<file path="src/rtl/core/pppl_pkg.sv">
`timescale 1ns / 1ps
`default_nettype none
// ----------------------------------------------------------------------------
// pppl_pkg: shared definitions for the pinned page pool
// Defaults, response status codes and the structs that pass between the
// controller and the slot cells.
// ----------------------------------------------------------------------------
package pppl_pkg;

   localparam int SLOTS_DEF    = 8;
   localparam int AGE_BITS_DEF = 16;
   localparam int PIN_BITS_DEF = 8;

   localparam int PAGE_W     = 32;
   localparam int STATUS_W   = 3;
   localparam int SLOT_OUT_W = 3;
   localparam int PIN_OUT_W  = 8;

   // request function codes
   localparam logic FUNC_GET = 1'b0;
   localparam logic FUNC_PUT = 1'b1;

   // response status codes
   localparam logic [STATUS_W-1:0] RSP_HIT    = 3'd0;
   localparam logic [STATUS_W-1:0] RSP_LOADED = 3'd1;
   localparam logic [STATUS_W-1:0] RSP_FULL   = 3'd2;
   localparam logic [STATUS_W-1:0] RSP_PUT    = 3'd3;
   localparam logic [STATUS_W-1:0] RSP_ABSENT = 3'd4;

   // flags carried by the scan token along the cell chain
   typedef struct packed {
      logic tok;    // token present at this stage
      logic hit;    // a resident slot holds the requested page
      logic found;  // an eviction candidate with nonzero age was seen
      logic free;   // an empty slot was seen
   } scan_flags_type;

   // per-cell update command, valid in the commit cycle
   typedef struct packed {
      logic apply;     // commit cycle
      logic touch;     // age all resident slots but the touched one
      logic age_zero;  // this cell is the touched slot
      logic pin_inc;   // this cell is hit by a get
      logic pin_dec;   // this cell is hit by a put
      logic evict;     // this cell is the evicted victim
      logic load;      // this cell takes the new page
   } cell_cmd_type;

endpackage : pppl_pkg
`default_nettype wire

</file>
<file path="src/rtl/core/pppl_cell.sv">
`timescale 1ns / 1ps
`default_nettype none
// ----------------------------------------------------------------------------
// pppl_cell: one slot of the page pool
// Holds valid, page id, pin count and age; merges its slot into the scan
// token and hands the token to the next cell; applies the commit command.
// ----------------------------------------------------------------------------
module pppl_cell #(
   parameter int IDX_BITS = 3,
   parameter int AGE_BITS = pppl_pkg::AGE_BITS_DEF,
   parameter int PIN_BITS = pppl_pkg::PIN_BITS_DEF,
   parameter logic [IDX_BITS-1:0] CELL_INDEX = '0
) (
   input  logic                           clock,
   input  logic                           reset,
   input  logic [pppl_pkg::PAGE_W-1:0]    req_page,
   input  pppl_pkg::cell_cmd_type         cmd,
   input  pppl_pkg::scan_flags_type       scan_in_flags,
   input  logic [IDX_BITS-1:0]            scan_in_hit_idx,
   input  logic [PIN_BITS-1:0]            scan_in_hit_pins,
   input  logic [AGE_BITS-1:0]            scan_in_best_age,
   input  logic [IDX_BITS-1:0]            scan_in_best_idx,
   input  logic [PIN_BITS-1:0]            scan_in_best_pins,
   input  logic [pppl_pkg::PAGE_W-1:0]    scan_in_best_page,
   input  logic [IDX_BITS-1:0]            scan_in_free_idx,
   output pppl_pkg::scan_flags_type       scan_out_flags,
   output logic [IDX_BITS-1:0]            scan_out_hit_idx,
   output logic [PIN_BITS-1:0]            scan_out_hit_pins,
   output logic [AGE_BITS-1:0]            scan_out_best_age,
   output logic [IDX_BITS-1:0]            scan_out_best_idx,
   output logic [PIN_BITS-1:0]            scan_out_best_pins,
   output logic [pppl_pkg::PAGE_W-1:0]    scan_out_best_page,
   output logic [IDX_BITS-1:0]            scan_out_free_idx
);

   localparam logic [PIN_BITS-1:0] PIN_MAX = '1;
   localparam logic [AGE_BITS-1:0] AGE_MAX = '1;
   localparam logic [PIN_BITS-1:0] PIN_ONE = PIN_BITS'(1);

   // slot state
   logic                        valid_ff, valid_in;
   logic [pppl_pkg::PAGE_W-1:0] page_ff, page_in;
   logic [PIN_BITS-1:0]         pins_ff, pins_in;
   logic [AGE_BITS-1:0]         age_ff, age_in;

   // scan stage register
   pppl_pkg::scan_flags_type    flags_ff, flags_in;
   logic [IDX_BITS-1:0]         hit_idx_ff, hit_idx_in;
   logic [PIN_BITS-1:0]         hit_pins_ff, hit_pins_in;
   logic [AGE_BITS-1:0]         best_age_ff, best_age_in;
   logic [IDX_BITS-1:0]         best_idx_ff, best_idx_in;
   logic [PIN_BITS-1:0]         best_pins_ff, best_pins_in;
   logic [pppl_pkg::PAGE_W-1:0] best_page_ff, best_page_in;
   logic [IDX_BITS-1:0]         free_idx_ff, free_idx_in;

   // merge this slot into the token; strict compare keeps ties at the lower slot
   always_comb begin
      flags_in     = scan_in_flags;
      hit_idx_in   = scan_in_hit_idx;
      hit_pins_in  = scan_in_hit_pins;
      best_age_in  = scan_in_best_age;
      best_idx_in  = scan_in_best_idx;
      best_pins_in = scan_in_best_pins;
      best_page_in = scan_in_best_page;
      free_idx_in  = scan_in_free_idx;
      if (valid_ff && !scan_in_flags.hit && (page_ff == req_page)) begin
         flags_in.hit = 1'b1;
         hit_idx_in   = CELL_INDEX;
         hit_pins_in  = pins_ff;
      end
      if (valid_ff && (age_ff > scan_in_best_age)) begin
         flags_in.found = 1'b1;
         best_age_in    = age_ff;
         best_idx_in    = CELL_INDEX;
         best_pins_in   = pins_ff;
         best_page_in   = page_ff;
      end
      if (!valid_ff && !scan_in_flags.free) begin
         flags_in.free = 1'b1;
         free_idx_in   = CELL_INDEX;
      end
   end

   // commit update
   always_comb begin
      valid_in = valid_ff;
      page_in  = page_ff;
      pins_in  = pins_ff;
      age_in   = age_ff;
      if (cmd.apply) begin
         if (cmd.load) begin
            valid_in = 1'b1;
            page_in  = req_page;
            pins_in  = PIN_ONE;
            age_in   = '0;
         end else begin
            if (cmd.evict) begin
               valid_in = 1'b0;
            end
            if (cmd.touch && valid_ff) begin
               if (cmd.age_zero) begin
                  age_in = '0;
               end else if (age_ff != AGE_MAX) begin
                  age_in = age_ff + AGE_BITS'(1);
               end
            end
            if (cmd.pin_inc && (pins_ff != PIN_MAX)) begin
               pins_in = pins_ff + PIN_ONE;
            end
            if (cmd.pin_dec && (pins_ff != '0)) begin
               pins_in = pins_ff - PIN_ONE;
            end
         end
      end
   end

   always_ff @(posedge clock) begin
      if (reset) begin
         valid_ff <= 1'b0;
         flags_ff <= '0;
      end else begin
         valid_ff <= valid_in;
         flags_ff <= flags_in;
      end
   end

   always_ff @(posedge clock) begin
      page_ff      <= page_in;
      pins_ff      <= pins_in;
      age_ff       <= age_in;
      hit_idx_ff   <= hit_idx_in;
      hit_pins_ff  <= hit_pins_in;
      best_age_ff  <= best_age_in;
      best_idx_ff  <= best_idx_in;
      best_pins_ff <= best_pins_in;
      best_page_ff <= best_page_in;
      free_idx_ff  <= free_idx_in;
   end

   assign scan_out_flags     = flags_ff;
   assign scan_out_hit_idx   = hit_idx_ff;
   assign scan_out_hit_pins  = hit_pins_ff;
   assign scan_out_best_age  = best_age_ff;
   assign scan_out_best_idx  = best_idx_ff;
   assign scan_out_best_pins = best_pins_ff;
   assign scan_out_best_page = best_page_ff;
   assign scan_out_free_idx  = free_idx_ff;

endmodule : pppl_cell
`default_nettype wire

</file>
<file path="src/rtl/core/pinned_page_pool_lru_core.sv">
`timescale 1ns / 1ps
`default_nettype none
// ----------------------------------------------------------------------------
// pinned_page_pool_lru_core: fully associative page pool with pins and ages
// A get pins and touches a page, loading it on a miss and evicting the
// oldest page if it is unpinned; a put unpins a resident page.
// ----------------------------------------------------------------------------
// Usage:
//   Request channel: drive req_func / req_page_id with start high; the
//   transaction is taken at an edge where busy is low. busy stays high
//   until the transaction has been committed.
//   Response channel: rsp_strobe is high for exactly one cycle with
//   rsp_status, rsp_slot, rsp_pin_count, rsp_evicted and rsp_evicted_page.
//   The receiver has no stall signal and must take the response then.
//   Timing: a scan token walks the chain of SLOTS cells, one cell per cycle,
//   collecting the hit slot, the oldest resident slot and the lowest empty
//   slot; a commit step then applies the update to all cells at once.
//   Busy is high while a transaction is in flight, and rsp_strobe is
//   high in the cycle in which busy drops again, so a new transaction can
//   be started in that same cycle.
//   Reset clears all slot valid bits, the token and the response strobe;
//   page ids, pins and ages of empty slots are never looked at.
// ----------------------------------------------------------------------------
module pinned_page_pool_lru_core #(
   parameter int SLOTS    = pppl_pkg::SLOTS_DEF,
   parameter int AGE_BITS = pppl_pkg::AGE_BITS_DEF,
   parameter int PIN_BITS = pppl_pkg::PIN_BITS_DEF
) (
   input  logic                             clock,
   input  logic                             reset,
   input  logic                             start,
   output logic                             busy,
   input  logic                             req_func,
   input  logic [pppl_pkg::PAGE_W-1:0]      req_page_id,
   output logic                             rsp_strobe,
   output logic [pppl_pkg::STATUS_W-1:0]    rsp_status,
   output logic [pppl_pkg::SLOT_OUT_W-1:0]  rsp_slot,
   output logic [pppl_pkg::PIN_OUT_W-1:0]   rsp_pin_count,
   output logic                             rsp_evicted,
   output logic [pppl_pkg::PAGE_W-1:0]      rsp_evicted_page
);

   localparam int IW     = $clog2(SLOTS);
   localparam int SLOT_W = pppl_pkg::SLOT_OUT_W;
   localparam int PCNT_W = pppl_pkg::PIN_OUT_W;
   localparam int PAGE_W = pppl_pkg::PAGE_W;
   localparam logic [PIN_BITS-1:0] PIN_MAX = '1;
   localparam logic [PIN_BITS-1:0] PIN_ONE = PIN_BITS'(1);

   // controller states
   localparam logic S_IDLE = 1'b0;
   localparam logic S_SCAN = 1'b1;

   logic              state_ff, state_in;
   logic              launch_ff;
   logic              req_func_ff;
   logic [PAGE_W-1:0] req_page_ff;
   logic              accept;
   logic              commit;

   // scan chain taps: stage 0 is the token source, stage SLOTS the last cell
   pppl_pkg::scan_flags_type sc_flags     [SLOTS+1];
   logic [IW-1:0]            sc_hit_idx   [SLOTS+1];
   logic [PIN_BITS-1:0]      sc_hit_pins  [SLOTS+1];
   logic [AGE_BITS-1:0]      sc_best_age  [SLOTS+1];
   logic [IW-1:0]            sc_best_idx  [SLOTS+1];
   logic [PIN_BITS-1:0]      sc_best_pins [SLOTS+1];
   logic [PAGE_W-1:0]        sc_best_page [SLOTS+1];
   logic [IW-1:0]            sc_free_idx  [SLOTS+1];

   // commit decision
   logic [pppl_pkg::STATUS_W-1:0] d_status;
   logic [IW-1:0]                 d_slot;
   logic [PIN_BITS-1:0]           d_pins;
   logic                          d_evicted;
   logic [PAGE_W-1:0]             d_evp;
   logic                          touch_en;
   logic [IW-1:0]                 touch_idx;
   logic                          pin_inc;
   logic                          pin_dec;
   logic                          evict_en;
   logic                          load_en;
   logic [IW-1:0]                 load_idx;

   // response registers
   logic                          rsp_strobe_ff;
   logic [pppl_pkg::STATUS_W-1:0] rsp_status_ff;
   logic [SLOT_W-1:0]             rsp_slot_ff;
   logic [PCNT_W-1:0]             rsp_pins_ff;
   logic                          rsp_evicted_ff;
   logic [PAGE_W-1:0]             rsp_evp_ff;

   assign busy   = (state_ff != S_IDLE);
   assign accept = start && !busy;
   assign commit = (state_ff == S_SCAN) && sc_flags[SLOTS].tok;

   always_comb begin
      state_in = state_ff;
      case (state_ff)
         S_IDLE: begin
            if (accept) begin
               state_in = S_SCAN;
            end
         end
         S_SCAN: begin
            if (commit) begin
               state_in = S_IDLE;
            end
         end
         default: begin
            state_in = S_IDLE;
         end
      endcase
   end

   always_ff @(posedge clock) begin
      if (reset) begin
         state_ff      <= S_IDLE;
         launch_ff     <= 1'b0;
         rsp_strobe_ff <= 1'b0;
      end else begin
         state_ff      <= state_in;
         launch_ff     <= accept;
         rsp_strobe_ff <= commit;
      end
   end

   // request is held for the whole scan; cells compare against it
   always_ff @(posedge clock) begin
      if (accept) begin
         req_func_ff <= req_func;
         req_page_ff <= req_page_id;
      end
   end

   // token source: empty token, launched in the cycle after acceptance
   assign sc_flags[0]     = '{tok: launch_ff, hit: 1'b0, found: 1'b0, free: 1'b0};
   assign sc_hit_idx[0]   = '0;
   assign sc_hit_pins[0]  = '0;
   assign sc_best_age[0]  = '0;
   assign sc_best_idx[0]  = '0;
   assign sc_best_pins[0] = '0;
   assign sc_best_page[0] = '0;
   assign sc_free_idx[0]  = '0;

   // Decision from the token at the end of the chain. A miss loads into the
   // lowest empty slot, or into the victim when that one sits lower.
   always_comb begin
      d_status  = pppl_pkg::RSP_ABSENT;
      d_slot    = '0;
      d_pins    = '0;
      d_evicted = 1'b0;
      d_evp     = '0;
      touch_en  = 1'b0;
      touch_idx = sc_hit_idx[SLOTS];
      pin_inc   = 1'b0;
      pin_dec   = 1'b0;
      evict_en  = 1'b0;
      load_en   = 1'b0;
      load_idx  = sc_free_idx[SLOTS];
      if (req_func_ff == pppl_pkg::FUNC_PUT) begin
         if (sc_flags[SLOTS].hit) begin
            pin_dec  = 1'b1;
            d_status = pppl_pkg::RSP_PUT;
            d_slot   = sc_hit_idx[SLOTS];
            d_pins   = (sc_hit_pins[SLOTS] == '0) ? '0 : sc_hit_pins[SLOTS] - PIN_ONE;
         end
      end else if (sc_flags[SLOTS].hit) begin
         pin_inc  = 1'b1;
         touch_en = 1'b1;
         d_status = pppl_pkg::RSP_HIT;
         d_slot   = sc_hit_idx[SLOTS];
         d_pins   = (sc_hit_pins[SLOTS] == PIN_MAX) ? PIN_MAX
                                                    : sc_hit_pins[SLOTS] + PIN_ONE;
      end else begin
         // oldest slot goes only when nobody holds a pin on it
         evict_en = sc_flags[SLOTS].found && (sc_best_pins[SLOTS] == '0);
         if (evict_en && (!sc_flags[SLOTS].free ||
                          (sc_best_idx[SLOTS] < sc_free_idx[SLOTS]))) begin
            load_idx = sc_best_idx[SLOTS];
         end
         if (sc_flags[SLOTS].free || evict_en) begin
            load_en   = 1'b1;
            touch_en  = 1'b1;
            touch_idx = load_idx;
            d_status  = pppl_pkg::RSP_LOADED;
            d_slot    = load_idx;
            d_pins    = PIN_ONE;
            d_evicted = evict_en;
            d_evp     = evict_en ? sc_best_page[SLOTS] : '0;
         end else begin
            d_status = pppl_pkg::RSP_FULL;
         end
      end
   end

   // chain of slot cells
   for (genvar g = 0; g < SLOTS; g++) begin : g_cell
      localparam logic [IW-1:0] CELL_I = IW'(g);
      pppl_pkg::cell_cmd_type cmd;

      assign cmd.apply    = commit;
      assign cmd.touch    = touch_en;
      assign cmd.age_zero = (touch_idx == CELL_I);
      assign cmd.pin_inc  = pin_inc && (sc_hit_idx[SLOTS] == CELL_I);
      assign cmd.pin_dec  = pin_dec && (sc_hit_idx[SLOTS] == CELL_I);
      assign cmd.evict    = evict_en && (sc_best_idx[SLOTS] == CELL_I);
      assign cmd.load     = load_en && (load_idx == CELL_I);

      pppl_cell #(
         .IDX_BITS   (IW),
         .AGE_BITS   (AGE_BITS),
         .PIN_BITS   (PIN_BITS),
         .CELL_INDEX (CELL_I)
      ) u_cell (
         .clock              (clock),
         .reset              (reset),
         .req_page           (req_page_ff),
         .cmd                (cmd),
         .scan_in_flags      (sc_flags[g]),
         .scan_in_hit_idx    (sc_hit_idx[g]),
         .scan_in_hit_pins   (sc_hit_pins[g]),
         .scan_in_best_age   (sc_best_age[g]),
         .scan_in_best_idx   (sc_best_idx[g]),
         .scan_in_best_pins  (sc_best_pins[g]),
         .scan_in_best_page  (sc_best_page[g]),
         .scan_in_free_idx   (sc_free_idx[g]),
         .scan_out_flags     (sc_flags[g+1]),
         .scan_out_hit_idx   (sc_hit_idx[g+1]),
         .scan_out_hit_pins  (sc_hit_pins[g+1]),
         .scan_out_best_age  (sc_best_age[g+1]),
         .scan_out_best_idx  (sc_best_idx[g+1]),
         .scan_out_best_pins (sc_best_pins[g+1]),
         .scan_out_best_page (sc_best_page[g+1]),
         .scan_out_free_idx  (sc_free_idx[g+1])
      );
   end

   // response capture; slot and pin count report their low bits only
   always_ff @(posedge clock) begin
      if (commit) begin
         rsp_status_ff  <= d_status;
         rsp_slot_ff    <= SLOT_W'(d_slot);
         rsp_pins_ff    <= PCNT_W'(d_pins);
         rsp_evicted_ff <= d_evicted;
         rsp_evp_ff     <= d_evp;
      end
   end

   assign rsp_strobe       = rsp_strobe_ff;
   assign rsp_status       = rsp_status_ff;
   assign rsp_slot         = rsp_slot_ff;
   assign rsp_pin_count    = rsp_pins_ff;
   assign rsp_evicted      = rsp_evicted_ff;
   assign rsp_evicted_page = rsp_evp_ff;

endmodule : pinned_page_pool_lru_core
`default_nettype wire

</file>
<file path="config.mk">
export PLATFORM = sky130hd
export DESIGN_NAME = pinned_page_pool_lru_core
export DESIGN_NICKNAME = d
export VERILOG_FILES = /design/src/rtl/core/pppl_pkg.sv /design/src/rtl/core/pppl_cell.sv /design/src/rtl/core/pinned_page_pool_lru_core.sv
export SDC_FILE = /design/constraint.sdc
export NUM_CORES = 2
export LEC_CHECK = 0
export ABC_AREA = 1
export BUFFER_PORTS_ARGS = -buffer_cell sky130_fd_sc_hd__buf_2
export CORE_MARGIN = 3
export CORE_UTILIZATION = 60
export DETAILED_ROUTE_END_ITERATION = 16
export PLACE_DENSITY = 0.76
export SLEW_MARGIN = 20
export SYNTH_ARGS = -nofsm -noshare
export SYNTH_HDL_FRONTEND = slang
export SYNTH_HIERARCHICAL = 1
export SYNTH_SLANG_ARGS = --single-unit
export TNS_END_PERCENT = 20
</file>
<file path="constraint.sdc">
create_clock -name clock -period 9.7 [get_ports clock]
set_input_delay 1.94 -clock clock [delete_from_list [all_inputs] [get_ports clock]]
set_output_delay 1.94 -clock clock [all_outputs]
set_load 0.005 [all_outputs]
</file>
==> report_table.html <==
<table>
<tr><th>Metric</th><th>Value</th></tr>
<tr><th colspan="2">Outcome</th></tr>
<tr><td>Run status</td><td>finished clean</td></tr>
<tr><th colspan="2">Drt</th></tr>
<tr><td>Routed vias</td><td>41800</td></tr>
<tr><td>Antenna viol nets, final</td><td>0</td></tr>
<tr><td>Average via count per standard cell</td><td>approximately 5.2</td></tr>
<tr><td>Post-DR wirelength/cell</td><td>between 15 and 20 µm</td></tr>
<tr><td>Number of DRC violations after detailed-routing iteration 0</td><td>3970</td></tr>
<tr><td>Routed wire length</td><td>133000 µm</td></tr>
<tr><td>Iteration count of the initial detailed-routing pass</td><td>8</td></tr>
<tr><td>DR DRC count</td><td>0</td></tr>
<tr><th colspan="2">Global routing</th></tr>
<tr><td>Number of global-route vias before repair</td><td>39700</td></tr>
<tr><td>Pin count of the biggest net entering global routing</td><td>78</td></tr>
<tr><td>Number of antenna violations at the first check in global routing</td><td>0</td></tr>
<tr><td>Overall routing resource usage</td><td>0.279</td></tr>
<tr><td>Global-route wire length before repair</td><td>around 210000 µm</td></tr>
<tr><td>Grt total ovfl</td><td>0</td></tr>
<tr><th colspan="2">Power</th></tr>
<tr><td>Peak VDD IR</td><td>approximately 150 µV</td></tr>
<tr><td>Leakage power of the design</td><td>slightly below 30 nW</td></tr>
<tr><td>Power per unit of standard cell area</td><td>between 150 and 200 mW/mm²</td></tr>
<tr><th colspan="2">Critical path</th></tr>
<tr><td>Internal reg-to-reg setup slack</td><td>5.61 ns</td></tr>
<tr><td>Series of cell instances along the critical path</td><td>ha_1 -&gt; nand2_1 -&gt; inv_1 -&gt; nand2_1 -&gt; nand2_1 -&gt; nand2_2 -&gt; nand2_2 -&gt; nand2_1 -&gt; nand3_1 -&gt; o21ai_1 -&gt; nand2_1 -&gt; nor2_1 -&gt; nand2_1 -&gt; inv_1 -&gt; buf_4 -&gt; a31oi_1 -&gt; a21oi_1 -&gt; buf_4</td></tr>
<tr><td>Crit path max-delay cell type</td><td>a21oi_1</td></tr>
<tr><td>Critical path startpoint category</td><td>flop</td></tr>
<tr><td>Data arrival time of the worst path</td><td>4.47 ns</td></tr>
<tr><td>Critical Path Max Stage Delay</td><td>roughly 0.64 ns</td></tr>
<tr><td>CP dominant cell by count</td><td>nand2_1</td></tr>
<tr><td>Count of cells along the worst register-to-register path</td><td>18</td></tr>
<tr><td>Capturing point of the worst reg2reg path</td><td>g_cell[1].u_cell/age_ff[10]$_SDFFCE_PN0P_</td></tr>
<tr><td>Critical path required time</td><td>between 10 and 15 ns</td></tr>
<tr><td>Category of the critical setup timing path</td><td>flop to flop</td></tr>
<tr><td>Cell class contributing the biggest share of worst-path delay</td><td>simple AND/OR/NAND/NOR gates</td></tr>
<tr><td>Reg2Reg Launch Point</td><td>g_cell[7].u_cell/scan_out_best_idx[1]$_SDFF_PP1_</td></tr>
<tr><td>Largest driver fanout on the critical path</td><td>33</td></tr>
<tr><td>Count of buffering cells on the critical path with inverters included</td><td>4</td></tr>
<tr><td>Nature of the critical path endpoint</td><td>flop</td></tr>
<tr><th colspan="2">STA</th></tr>
<tr><td>Final period util</td><td>0.422</td></tr>
<tr><td>Final-report max-slew violation count</td><td>0</td></tr>
<tr><td>Max-slew headroom</td><td>0.215</td></tr>
<tr><td>Tmin final</td><td>4.09 ns</td></tr>
<tr><td>Upper clock frequency limit</td><td>0.244 GHz</td></tr>
<tr><td>Worst-case clock skew</td><td>between 0.04 and 0.05 ns</td></tr>
<tr><td># setup viols final</td><td>0</td></tr>
<tr><td>Worst setup margin</td><td>5.61 ns</td></tr>
<tr><td>Hold Fails Final Rpt</td><td>0</td></tr>
<tr><td>RSZ-0062 raised after global routing</td><td>false</td></tr>
<tr><td>Transition time of the tightest slew-check pin</td><td>1.18 ns</td></tr>
<tr><td>Setup TNS</td><td>0 ns</td></tr>
<tr><th colspan="2">Worst hold path</th></tr>
<tr><td>Start point of the worst hold path</td><td>g_cell[4].u_cell/scan_out_flags[3]$_SDFF_PP0_</td></tr>
<tr><td>Number of cells on the worst hold path</td><td>2</td></tr>
<tr><td>Worst hold path endpoint</td><td>g_cell[5].u_cell/scan_out_flags[3]$_SDFF_PP0_</td></tr>
<tr><td>Worst hold path type</td><td>flop to flop</td></tr>
<tr><th colspan="2">CTS</th></tr>
<tr><td>Hold-fix buffers, CTS</td><td>0</td></tr>
<tr><td>Number of buffers on the longest clock path</td><td>3</td></tr>
<tr><td>Clk root buf</td><td>clkbuf_16</td></tr>
<tr><td>CTS-repair resized insts</td><td>0</td></tr>
<tr><td>Later-pin clock latency in the skew report</td><td>just over 0.7 ns</td></tr>
<tr><td>CTS H-tree depth</td><td>3</td></tr>
<tr><td>Count of clock tree sinks</td><td>1139</td></tr>
<tr><td>Inserted Clock Buffers</td><td>approximately 120</td></tr>
<tr><td>Clock tree from TritonCTS</td><td>built</td></tr>
<tr><td>Clock transition at the register clock pins on the worst setup and hold paths after CTS</td><td>0.07 ns</td></tr>
<tr><td>Setup Buffers After CTS</td><td>0</td></tr>
<tr><th colspan="2">Synth</th></tr>
<tr><td>Count of mapped cells out of synthesis</td><td>6535</td></tr>
<tr><td>Mapped Area</td><td>0.0548 mm²</td></tr>
<tr><td>Synthesized area divided by synthesized cell count</td><td>~8.4 µm²</td></tr>
<tr><td>Number of synthesis warnings</td><td>6</td></tr>
<tr><th colspan="2">Finish</th></tr>
<tr><td>Count of inserted antenna diode cells</td><td>0</td></tr>
<tr><td>Fraction of final layout cells with drive strength greater than 1</td><td>0.117</td></tr>
<tr><td>Area taken by flip-flops and latches</td><td>0.0281 mm²</td></tr>
<tr><td>Multi-input gate area</td><td>between 0.02 and 0.025 mm²</td></tr>
<tr><td>Final standard cell utilization of the core</td><td>0.671</td></tr>
<tr><td>Most common library cell in the layout ignoring fill and taps</td><td>nand2_1</td></tr>
<tr><td>Final-layout fill cell count</td><td>7349</td></tr>
<tr><td>Area overhead of the layout relative to synthesis</td><td>10.5%</td></tr>
<tr><td>NumNets Final</td><td>6999</td></tr>
<tr><td>Cell area after layout</td><td>0.0606 mm²</td></tr>
<tr><td>Commonest cells after routing, fill and taps aside</td><td>nand2_1 (1895), inv_1 (1069), dfxtp_1 (611)</td></tr>
<tr><th colspan="2">Place</th></tr>
<tr><td>Post-place instance area</td><td>between 0.05 and 0.06 mm²</td></tr>
<tr><td>Pre-CTS WS</td><td>5.74 ns</td></tr>
<tr><td>RePlAce Congestion</td><td>0.942</td></tr>
<tr><td>Detail Placement HPWL</td><td>99400 µm</td></tr>
<tr><td>Count of port buffers added during placement</td><td>84</td></tr>
<tr><th colspan="2">Die</th></tr>
<tr><td>Core Area</td><td>0.0903 mm²</td></tr>
<tr><td>Die span in y</td><td>308 µm</td></tr>
<tr><td>Die Outline Area</td><td>0.0950 mm²</td></tr>
<tr><td>Row cnt</td><td>110</td></tr>
<tr><td>I/O Pins</td><td>85</td></tr>
<tr><td>Starting density of the core</td><td>0.607</td></tr>
<tr><td>Die width</td><td>308 µm</td></tr>
<tr><th colspan="2">Job</th></tr>
<tr><td>Count of maximum capacitance violations</td><td>0</td></tr>
</table>
[cell type report]
type	instances	area share
clock buffers	154	0.0552
clock inverters	64	0.0135
inverters	1088	0.0675
multi-input cells	4296	0.363
flip-flops and latches	1139	0.464
well taps	1176	0.0243
repair buffers	127	0.0123
[per-layer routing]
metal  GRT usage  up-vias  routed length (µm)
met4       0.110        0                5140
met3      0.0337      287                8560
met2       0.462     1499               61800
met1       0.376    18900               57900
met5           0        -                   0
li1            -    21100                   -
[worst max-delay path by stage]
stage | from | end | slack (ns) | cells after the start
2_1_floorplan | busy$_SDFF_PP0_ | g_cell[0].u_cell/age_ff[0]$_SDFFCE_PN0P_ | 5.56 | 6
3_3_place_gp | g_cell[7].u_cell/scan_out_best_idx[1]$_SDFF_PP1_ | g_cell[1].u_cell/age_ff[3]$_SDFFCE_PN0P_ | 5.68 | 18
3_5_place_dp | g_cell[7].u_cell/scan_out_best_idx[1]$_SDFF_PP1_ | g_cell[1].u_cell/age_ff[8]$_SDFFCE_PN0P_ | 5.74 | 18
4_1_cts | g_cell[7].u_cell/scan_out_best_idx[1]$_SDFF_PP1_ | g_cell[1].u_cell/age_ff[9]$_SDFFCE_PN0P_ | 5.65 | 18
5_1_grt | g_cell[7].u_cell/scan_out_best_idx[1]$_SDFF_PP1_ | g_cell[1].u_cell/age_ff[8]$_SDFFCE_PN0P_ | 5.21 | 18
6_report | g_cell[7].u_cell/scan_out_best_idx[1]$_SDFF_PP1_ | g_cell[1].u_cell/age_ff[10]$_SDFFCE_PN0P_ | 5.61 | 18
[per-stage QoR]
| step | hold slack, ns | power, mW | instances |
|---|---|---|---|
| 2_1_floorplan | 0.387 | 5.68 | 6627 |
| 3_3_place_gp | 0.391 | 5.85 | 7826 |
| 3_5_place_dp | 0.395 | 5.86 | 7826 |
| 4_1_cts | 0.403 | 10.6 | 8044 |
| 5_1_grt | 0.411 | 10.9 | 8044 |
| 6_report | 0.403 | 10.5 | 8044 |
[report_power, final]
part           total, mW  switching, mW  internal [mW]
Combinational      0.515          0.331          0.184
Sequential          5.26          0.103           5.16
Clock               4.76           1.92           2.84
[tightest hold or removal path, stage by stage (launching register included)]
cell	delay (ns)
dfxtp_1	0.30
inv_1	0.04
nor2_1	0.03
[flip-flops by register name, indices dropped and copies added, names as in the netlist]
| signal | flops |
|---|---|
| g_cell.u_cell/page_ff | 256 |
| g_cell.u_cell/scan_out_best_page | 256 |
| g_cell.u_cell/age_ff | 128 |
| g_cell.u_cell/scan_out_best_age | 112 |
| g_cell.u_cell/pins_ff | 64 |
| g_cell.u_cell/scan_out_best_pins | 64 |
| g_cell.u_cell/scan_out_hit_pins | 64 |
| g_cell.u_cell/scan_out_flags | 32 |
| req_page_ff | 32 |
| rsp_evicted_page | 32 |
| g_cell.u_cell/scan_out_best_idx | 24 |
| g_cell.u_cell/scan_out_free_idx | 24 |
| g_cell.u_cell/scan_out_hit_idx | 24 |
| g_cell.u_cell/valid_ff | 8 |
| rsp_pin_count | 8 |
| rsp_slot | 3 |
| rsp_status | 3 |
| busy | 1 |
| launch_ff | 1 |
| req_func_ff | 1 |
| rsp_evicted | 1 |
| rsp_strobe | 1 |
Note: power is estimated with default switching activity, not from simulation.
